<file path="config.mk">
export PLATFORM = sky130hd
export DESIGN_NAME = smdhu_mul_lane
export DESIGN_NICKNAME = d
export VERILOG_FILES = /design/src/sv/smdhu_mul_lane.sv
export SDC_FILE = /design/constraint.sdc
export NUM_CORES = 2
export LEC_CHECK = 0
export BUFFER_PORTS_ARGS = -buffer_cell sky130_fd_sc_hd__buf_2
export CAP_MARGIN = 25
export CORE_MARGIN = 2
export CORE_UTILIZATION = 60
export CTS_BUF_LIST = sky130_fd_sc_hd__clkbuf_8
export DETAILED_ROUTE_END_ITERATION = 8
export GPL_TIMING_DRIVEN = 0
export PLACE_DENSITY = 0.73
export SYNTH_ARGS = -nofsm -noshare
export SYNTH_HDL_FRONTEND = slang
export SYNTH_SLANG_ARGS = --single-unit
</file>
<file path="constraint.sdc">
create_clock -name clk_i -period 11.7 [get_ports clk_i]
set_input_delay 1.755 -clock clk_i [delete_from_list [all_inputs] [get_ports clk_i]]
set_output_delay 1.755 -clock clk_i [all_outputs]
set_load 0.02 [all_outputs]
</file>
<file path="src/sv/smdhu_mul_lane.sv">
// One 33x33 signed multiply lane with a registered product.
module smdhu_mul_lane (
  input  logic        clk_i,
  input  logic        en_i,
  input  logic        sgn_i,
  input  logic [31:0] a_i,
  input  logic [31:0] b_i,
  output logic [63:0] p_o
);

  logic signed [32:0] a_ext, b_ext;
  logic signed [65:0] prod;
  logic [63:0]        p_q;

  assign a_ext = $signed({sgn_i & a_i[31], a_i});
  assign b_ext = $signed({sgn_i & b_i[31], b_i});
  assign prod  = a_ext * b_ext;

  always_ff @(posedge clk_i) begin
    if (en_i) begin
      p_q <= prod[63:0];
    end
  end

  assign p_o = p_q;

endmodule
</file>
==> results.cfg <==
[sta]
max_freq_ghz = 0.0894
hold_viol = 0
period_needed_ps = 11180
drv_slew = 0
rsz0062_at_grt = no
fin_crit_sh = 0.956
final.setup.worst_slack_ps = 520
setup_viol = 0
worst-slew-pin-transition_ps = 1210
relSlewSlack = 0.191
finalSetupTns_ps = 0

[clock_network]
cts-buffers-inserted = 9
cts_buffer_depth = 2
cts_max_level = 3
root_buffer = clkbuf_8
cts_hold_repair.buffers = 0
path_clk_slew_ps = 90
tritoncts = done
cts.sinks = 64

[die]
fp.dieH_um = 262
core_um2 = 65900
ioPinCount = 131
rows = 94
die_x_um = 262
dieArea_um2 = 68600
initial_core_util = 0.606

[routing]
vias = 30654
wire_per_inst_um = 26.1
wirelength_mm = 137
routed_via_density = 5.82
firstDrtPassIters = 7
ant_nets = 0
drt_iter0_markers = 3132
route.detailed.drc = 0

[grt]
grt_max_degree = 43
grt_pass1_wl_mm = 203
grt_pass1_vias = 32644
grt_antenna_before_repair = 11
overflow = 0
grt_usage = 0.419

[layout]
area_growth_pct = 5.05
nNetsFinal = 5794
drive_gt1_frac = 0.0421
largest_reg_flops = 64
final_cell_area_um2 = 41900
final_cell_count_no_fill = 5264

[synthesis]
synth_top_area_share = 0.564
synth_xor_area_frac = 0.0162
synth_largest_area_cell = fa_1
syn-cell-area_um2 = 39900
synth_compound_area_frac = 0.0339
synth_mux_area_frac = 0.000251
synth_cells = 4246
synth_cell_type_count = 68
yosys-top-cells-count = 1125 x fa_1, 1097 x inv_1, 726 x nand2_1, 360 x and2_1
synth_edf_count = 64
synth_top_family_by_area = adder cells
synth_area_leaders = fa_1 56%, inv_1 10%, nand2_1 6.8%
syn_nets = 5650
synth_fa_ha_area_frac = 0.631
synth_most_common_cell = fa_1
yosys_warnings = 0
synth-simple-area-share = 0.146
async_reset_ff_frac = 0
postSynthAreaPerCell_um2 = 9.40
yosysSeqAreaShare = 0.0481
synth_ff_type = edfxtp_1
synth-seq-cells = 64

[setup_path]
required_ps = 11850
cp-startpoint = sgn_i
end_kind = flip-flop
path_max_fanout = 10
worstSetupPathType = primary input to flip-flop
arrival_ps = 11330
worstSetupStartpointType = primary input

[placement]
dpl_cell_area_um2 = 41700
dp_cells = 5240
hpwl_mm = 117
place.gp.congestion = 1.04
place_ws_ps = -514
portBuffers = 128

[hold_path]
min_from = b_i[0]
hold_path_depth = 2
min_path_type = primary input to flip-flop

[run]
cap_violations = 0

[outcome]
status = finished clean
==> logic make-up after synthesis <==
family	after synthesis
adders and majority gates	1337
buffers and inverters	1319
and+or+nand+nor	1251
AOI/OAI and AO/OA	200
xor gates and xnor gates	74
DFF	64
muxes	1
==> path summary, 6_finish.rpt <==
path | endpoint | slack, ps
max | p_o[61] | 520
min | p_o[0] | 1840
==> per-stage QoR <==
stage	hold WS [ps]	utilization
after floorplan	1870	-
after global placement	2200	0.632
after detailed placement	2200	0.633
after CTS	1810	0.636
after global routing	1820	0.637
final	1840	0.637
==> cell usage in the layout (no fill, tap or decap), types with 26 or more instances in the layout <==
cell type | Yosys | layout
a21oi_1 | 61 | 61
inv_1 | 1097 | 1097
nor2_1 | 59 | 59
clkbuf_1 | 212 | 212
and2_1 | 360 | 360
edfxtp_1 | 64 | 64
nand2_1 | 726 | 726
buf_2 | 4 | 132
ha_1 | 212 | 212
and3_1 | 26 | 26
fa_1 | 1125 | 1124
xnor2_1 | 53 | 53
==> metal layers <==
layer,track usage,wire length (um)
met4,0.333,14000
met3,0.0840,14300
met2,0.654,62600
met1,0.514,46300
met5,0,18
==> final cells by class <==
| cell class | count | area, um^2 |
|---|---|---|
| antenna | 5 | 12.5 |
| multi-input combinational | 2863 | 33000 |
| tap | 864 | 1080 |
| inverter | 1097 | 4120 |
| timing repair buffer | 133 | 718 |
| clock buffer | 9 | 124 |
| sequential | 64 | 1920 |
| clock inverter | 7 | 77.6 |
| buffer | 222 | 848 |
| fill | 5791 | 23900 |
==> what timing repair did <==
item                                    in CTS  in global routing
endpoints found under the setup margin       4                  4
pin swaps                                    0                  1
buffers inserted                             0                  2
gates resized for setup                      1                  0
==> worst max-delay path, stage by stage <==
cell	delay (ps)
buf_2	90
clkbuf_1	520
clkbuf_1	530
and3_1	260
fa_1	500
fa_1	630
fa_1	600
inv_1	570
fa_2	600
inv_1	220
fa_1	490
fa_1	550
inv_1	50
fa_1	410
fa_1	680
inv_1	70
ha_1	270
clkbuf_1	310
and3_1	270
and2_1	200
nand4_1	200
nor3_1	360
o211ai_1	400
a21oi_2	350
o31ai_4	130
mux2i_1	130
and3_1	150
Power is left out: the tool's default activity adds up to more than one toggle a clock period on the data nets, which glitch-free logic cannot reach.
