<file path="src/sv/smdhu_pkg.sv">
package smdhu_pkg;

  typedef enum logic [3:0] {
    FN_MULT    = 4'd0,
    FN_MULTU   = 4'd1,
    FN_DIV     = 4'd2,
    FN_DIVU    = 4'd3,
    FN_PMULTW  = 4'd4,
    FN_PMULTUW = 4'd5,
    FN_PDIVW   = 4'd6,
    FN_PDIVUW  = 4'd7,
    FN_PDIVBW  = 4'd8,
    FN_PMULTH  = 4'd9
  } func_e;

  typedef enum logic [1:0] {
    ST_IDLE = 2'd0,
    ST_MUL  = 2'd1,
    ST_DIV  = 2'd2,
    ST_OUT  = 2'd3
  } state_e;

  // Lane count of the divide array (one per word of the operand).
  localparam int unsigned NumLanes = 4;

  // Control to the divide lanes.
  typedef struct packed {
    logic start;
    logic sgn;
  } div_ctl_t;

  // Status from one divide lane.
  typedef struct packed {
    logic        done;
    logic        wr;
    logic [31:0] quo;
    logic [31:0] rem;
  } div_sts_t;

endpackage

</file>
<file path="src/sv/smdhu_div_lane.sv">
// One radix-2 restoring divide lane: 32 bits, one quotient bit per cycle.
module smdhu_div_lane (
  input  logic                 clk_i,
  input  logic                 rst_ni,
  input  smdhu_pkg::div_ctl_t  ctl_i,
  input  logic [31:0]          dvd_i,
  input  logic [31:0]          dvs_i,
  output smdhu_pkg::div_sts_t  sts_o
);

  logic        busy_q, busy_d;
  logic [5:0]  cnt_q, cnt_d;
  logic [31:0] quo_q, quo_d;
  logic [32:0] rem_q, rem_d;
  logic [31:0] dvs_q, dvs_d;
  logic        nq_q, nq_d, nr_q, nr_d, wr_q, wr_d, ovf_q, ovf_d;
  logic [32:0] trial;
  logic [31:0] abs_a, abs_b;

  // Magnitudes of the operands.
  assign abs_a = (ctl_i.sgn && dvd_i[31]) ? (32'd0 - dvd_i) : dvd_i;
  assign abs_b = (ctl_i.sgn && dvs_i[31]) ? (32'd0 - dvs_i) : dvs_i;
  assign trial = {rem_q[31:0], quo_q[31]} - {1'b0, dvs_q};

  // Start setup and shift-subtract iterations.
  always_comb begin
    busy_d = busy_q;
    cnt_d  = cnt_q;
    quo_d  = quo_q;
    rem_d  = rem_q;
    dvs_d  = dvs_q;
    nq_d   = nq_q;
    nr_d   = nr_q;
    wr_d   = wr_q;
    ovf_d  = ovf_q;
    if (ctl_i.start) begin
      busy_d = 1'b1;
      cnt_d  = 6'd0;
      quo_d  = abs_a;
      rem_d  = 33'd0;
      dvs_d  = abs_b;
      nq_d   = ctl_i.sgn && (dvd_i[31] ^ dvs_i[31]);
      nr_d   = ctl_i.sgn && dvd_i[31];
      wr_d   = (dvs_i != 32'd0);
      ovf_d  = ctl_i.sgn && (dvd_i == 32'h8000_0000) && (dvs_i == 32'hFFFF_FFFF);
    end else if (busy_q) begin
      if (!trial[32]) begin
        rem_d = trial;
        quo_d = {quo_q[30:0], 1'b1};
      end else begin
        rem_d = {rem_q[31:0], quo_q[31]};
        quo_d = {quo_q[30:0], 1'b0};
      end
      cnt_d = cnt_q + 6'd1;
      if (cnt_q == 6'd31) begin
        busy_d = 1'b0;
      end
    end
  end

  always_ff @(posedge clk_i or negedge rst_ni) begin
    if (!rst_ni) begin
      busy_q <= 1'b0;
      cnt_q  <= 6'd0;
    end else begin
      busy_q <= busy_d;
      cnt_q  <= cnt_d;
    end
  end

  always_ff @(posedge clk_i) begin
    quo_q <= quo_d;
    rem_q <= rem_d;
    dvs_q <= dvs_d;
    nq_q  <= nq_d;
    nr_q  <= nr_d;
    wr_q  <= wr_d;
    ovf_q <= ovf_d;
  end

  // Sign fix-up of the finished result; signed overflow gives 0x80000000, remainder zero.
  always_comb begin
    sts_o.done = !busy_q;
    sts_o.wr   = wr_q;
    if (ovf_q) begin
      sts_o.quo = 32'h8000_0000;
      sts_o.rem = 32'd0;
    end else begin
      sts_o.quo = nq_q ? (32'd0 - quo_q) : quo_q;
      sts_o.rem = nr_q ? (32'd0 - rem_q[31:0]) : rem_q[31:0];
    end
  end

endmodule

</file>
<file path="config.mk">
export PLATFORM = sky130hd
export DESIGN_NAME = smdhu_div_lane
export DESIGN_NICKNAME = d
export VERILOG_FILES = /design/src/sv/smdhu_pkg.sv /design/src/sv/smdhu_div_lane.sv
export SDC_FILE = /design/constraint.sdc
export NUM_CORES = 1
export LEC_CHECK = 0
export ABC_AREA = 1
export BUFFER_PORTS_ARGS = -buffer_cell sky130_fd_sc_hd__buf_2
export CORE_ASPECT_RATIO = 1.75
export CORE_UTILIZATION = 55
export DETAILED_ROUTE_END_ITERATION = 8
export PLACE_DENSITY = 0.87
export SYNTH_ARGS = -nofsm -noshare
export SYNTH_HDL_FRONTEND = slang
export SYNTH_SLANG_ARGS = --single-unit
export TNS_END_PERCENT = 30
</file>
<file path="constraint.sdc">
create_clock -name clk_i -period 2.9 [get_ports clk_i]
set_input_delay 0.58 -clock clk_i [delete_from_list [all_inputs] [get_ports clk_i]]
set_output_delay 0.58 -clock clk_i [all_outputs]
set_load 0.02 [all_outputs]
</file>
==> impl_metrics.toml <==
[detailed_routing]
wl_met3_mm = 1.87
wl_met2_mm = 19.2
drc = 0
routed_wl_mm = 36.1
wl_met1_mm = 11.9
drtIter0Drc = 734
dr.max_layer_used = "met4"
drt-wirelength-per-cell_um = 16.9
drt-pass1-iter-count = 6
detail-route-antenna-nets = 0
via_per_inst = 5.55
vias = 11800

[synthesis]
avgSynthCellArea_um2 = 6.06
yosysUniqueCellTypes = 49
seq_area_frac_synth_pct = 27.4
syn_nets = 1826
synthFlopType = "edfxtp_1"
synth_warnings = 0
syn_area_um2 = 10400
ys_ff_latch = 107
async_flop_share_pct = 6.54
synth_edf_count = 68
syn_inst = 1719

[grt]
first_global_vias = 11700
grt_use_total_pct = 37.4
grt_max_degree = 44
grt_pass1_wl_mm = 56.2
antenna_found_initial = 1
grt_remaining_overflow = 0

[final_layout]
syn_to_final_growth_pct = 17.4
stdcell_count = 2131
fin_nets = 1994
drive_gt1_share_pct = 15.6
nFillCells = 1745

[placed_design]
hpwl_mm = 28.5
dp_cells = 2099
numPortBuffers = 133
place_congestion = 1.00

[pwr]
power_mw = 5.11
leakage_nw = 6.44
irDropWorstVdd_mv = 0.288
p_per_area_nw_per_um2 = 418

[run_status]
status = "complete, but fails checks"
violations = "negative setup slack"

[worst_setup_path]
max_stage_delay_ns = 0.42
worstPathRequired_ns = 2.32
end_kind = "primary output"
crit_family = "simple AND/OR/NAND/NOR gates"
crit_slowest_cell = "edfxtp_1"
crit_fanout = 3
worst_ep_arrival_time_ns = 2.34
critical_path_class = "reg -> out"
cp_cell_sequence = "nor2_1 -> nand4_1 -> nor3_2 -> buf_4 -> nand3b_1 -> nand2_1 -> inv_2 -> nor2_4 -> a21oi_1 -> o21ai_2 -> buf_6"
crit_path_start_kind = "register"
crit_buf_inv = 3

[timing]
hold_ws_ns = 0.0273
final-setup-viol-count = 2
setup_tns_ns = -0.0306
hold_viol_final = 0
rsz0062_at_grt = "true"
period_share_pct = 101
drv_slew = 0
tightest_slew_ns = 0.671
maxSlewHeadroom_pct = 54.9
timing.fmax_mhz = 342
fin_skew_ns = 0.0115
fin_ws_ns = -0.0209
fin_crit_ns = 2.92

[min_path]
worstHoldPathType = "in -> async"

[floorplanning]
die_area_um2 = 19500
die_h_um = 184
ios = 134
fp.dieW_um = 106
fp-row-count = 66
coreArea_um2 = 18600
start_util_pct = 56.0

[cts]
cts_tree = "done"
clockBufferDepth = 2
clock_sinks = 107
clock_latency_ns = 0.37
htreeDepth = 3
cts-root-buf = "clkbuf_16"
clkTransAtPathRegs_ns = 0.08
cts_made_buffers = 9

[run]
drv_cap = 0
[state kept, by name, indices dropped and copies added (netlist names)]
signal,cells
dvs_q,32
cnt_q,6
quo_q,32
ovf_q,1
nr_q,1
rem_q,32
busy_q,1
wr_q,1
nq_q,1
[synthesized netlist by cell type, types with 2 or more instances]
cell type  number  share of area, %
o21ai_0        97               4.7
nand3b_1        6              0.43
xnor2_1        21               1.8
nor3_1         47               2.3
o21ai_1         6              0.29
or2_2           9              0.54
inv_1         285                10
dfxtp_1        32               6.2
a31oi_1         5              0.30
buf_1           2             0.072
a211oi_1        5              0.36
nor4_1         10              0.60
o21a_1          3              0.22
edfxtp_1       68                20
dfrtp_1         7               1.7
and2_1          5              0.30
nand2_4         5              0.54
nand4_1        29               1.7
xor2_1         43               3.6
nand2_2         3              0.18
buf_6           5              0.54
clkbuf_1       29               1.0
nor2_2          3              0.18
o211ai_1        2              0.14
nand2_1       540                19
ha_1           38               4.6
and3_1          2              0.12
clkinv_1        3              0.11
inv_2           3              0.11
nand3_1       117               5.6
nor2_1        183               6.6
a21oi_1        89               4.3
[metrics by stage]
step | utilization [%] | cell area [µm²] | setup slack (ns)
2_1_floorplan | - | 10400 | 0.396
3_3_place_gp | 62.2 | 11600 | 0.211
3_5_place_dp | 62.2 | 11600 | 0.184
4_1_cts | 64.4 | 12000 | 0.000442
5_1_grt | 65.8 | 12200 | -0.109
6_report | 65.8 | 12200 | -0.0209
[worst reg2reg max path: stages, from the launching register on]
cell	delay, ns
edfxtp_1	0.41
inv_1	0.08
ha_1	0.23
fa_1	0.40
inv_1	0.09
nand2_1	0.07
nand2_1	0.11
nand3_1	0.08
nand2_1	0.13
nand2_1	0.09
nand2_2	0.12
nand2_4	0.09
nand2_4	0.08
nand2_4	0.08
nand2_4	0.28
nand2_1	0.14
nand3_1	0.10
nand2_1	0.06
[worst paths after layout]
path / startpoint / to / slack (ns) / cells past startpoint
max in group asynchronous: rst_ni / busy_q / 2.72 / 1
max: quo_q[3] / sts_o[63] / -0.02 / 11
min in group clk_i: dvs_i[0] / dvs_q[0] / 0.45 / 1
min: rst_ni / cnt_q[4] / 0.03 / 1
max reg2reg: quo_q[31] / rem_q[2] / 0.18 / 17
min reg2reg: cnt_q[5] / cnt_q[5] / 0.47 / 1
[power breakdown]
part | switching (mW) | leakage, nW | total (mW) | internal (mW)
combinational | 1.29 | 5.25 | 1.99 | 0.701
clock | 0.645 | 0.140 | 1.25 | 0.604
sequential | 0.108 | 1.05 | 1.87 | 1.76
[final cells by class]
class	instances	area (µm²)	area share, %
multi-input combinational	1284	6500	53.2
clock inverter	6	55.1	0.450
clock buffer	10	229	1.87
tap	238	298	2.44
sequential	107	2870	23.4
inverter	291	1100	8.97
timing repair buffer	194	1180	9.62
antenna	1	2.50	0.0205
[cell usage in the layout, fill, tap and decap left out, types with 16 or more instances in the layout]
cell,n
nand2_1,532
inv_1,277
nor2_1,163
buf_2,123
nand3_1,113
o21ai_0,88
a21oi_1,87
edfxtp_1,68
buf_4,66
nor3_1,43
xor2_1,43
ha_1,37
nand4_1,29
dfxtp_1,27
xnor2_1,21
nor2_2,16
[cells by family (layout without fill, tap and decap cells)]
group,Yosys count,after routing,synth area share [%]
flops,107,107,27.4
xor+xnor,64,64,5.38
compound gates,216,216,10.9
buf+inv,328,501,12.2
simple gates,965,965,39.3
fa+ha+maj,39,39,4.76
other cells,0,1,0
[repair_timing]
action,4_1_cts,5_1_grt
pin swaps,6,13
setup endpoints to repair,15,63
resized for setup,35,56
hold buffers,0,0
setup buffers,4,11
[routing by layer]
| metal | track usage, % | vias up |
|---|---|---|
| met5 | 0 | - |
| met3 | 4.79 | 176 |
| li1 | - | 5824 |
| met2 | 71.2 | 511 |
| met4 | 31.0 | 0 |
| met1 | 34.8 | 5307 |
Power figures use the tool's default switching activity.
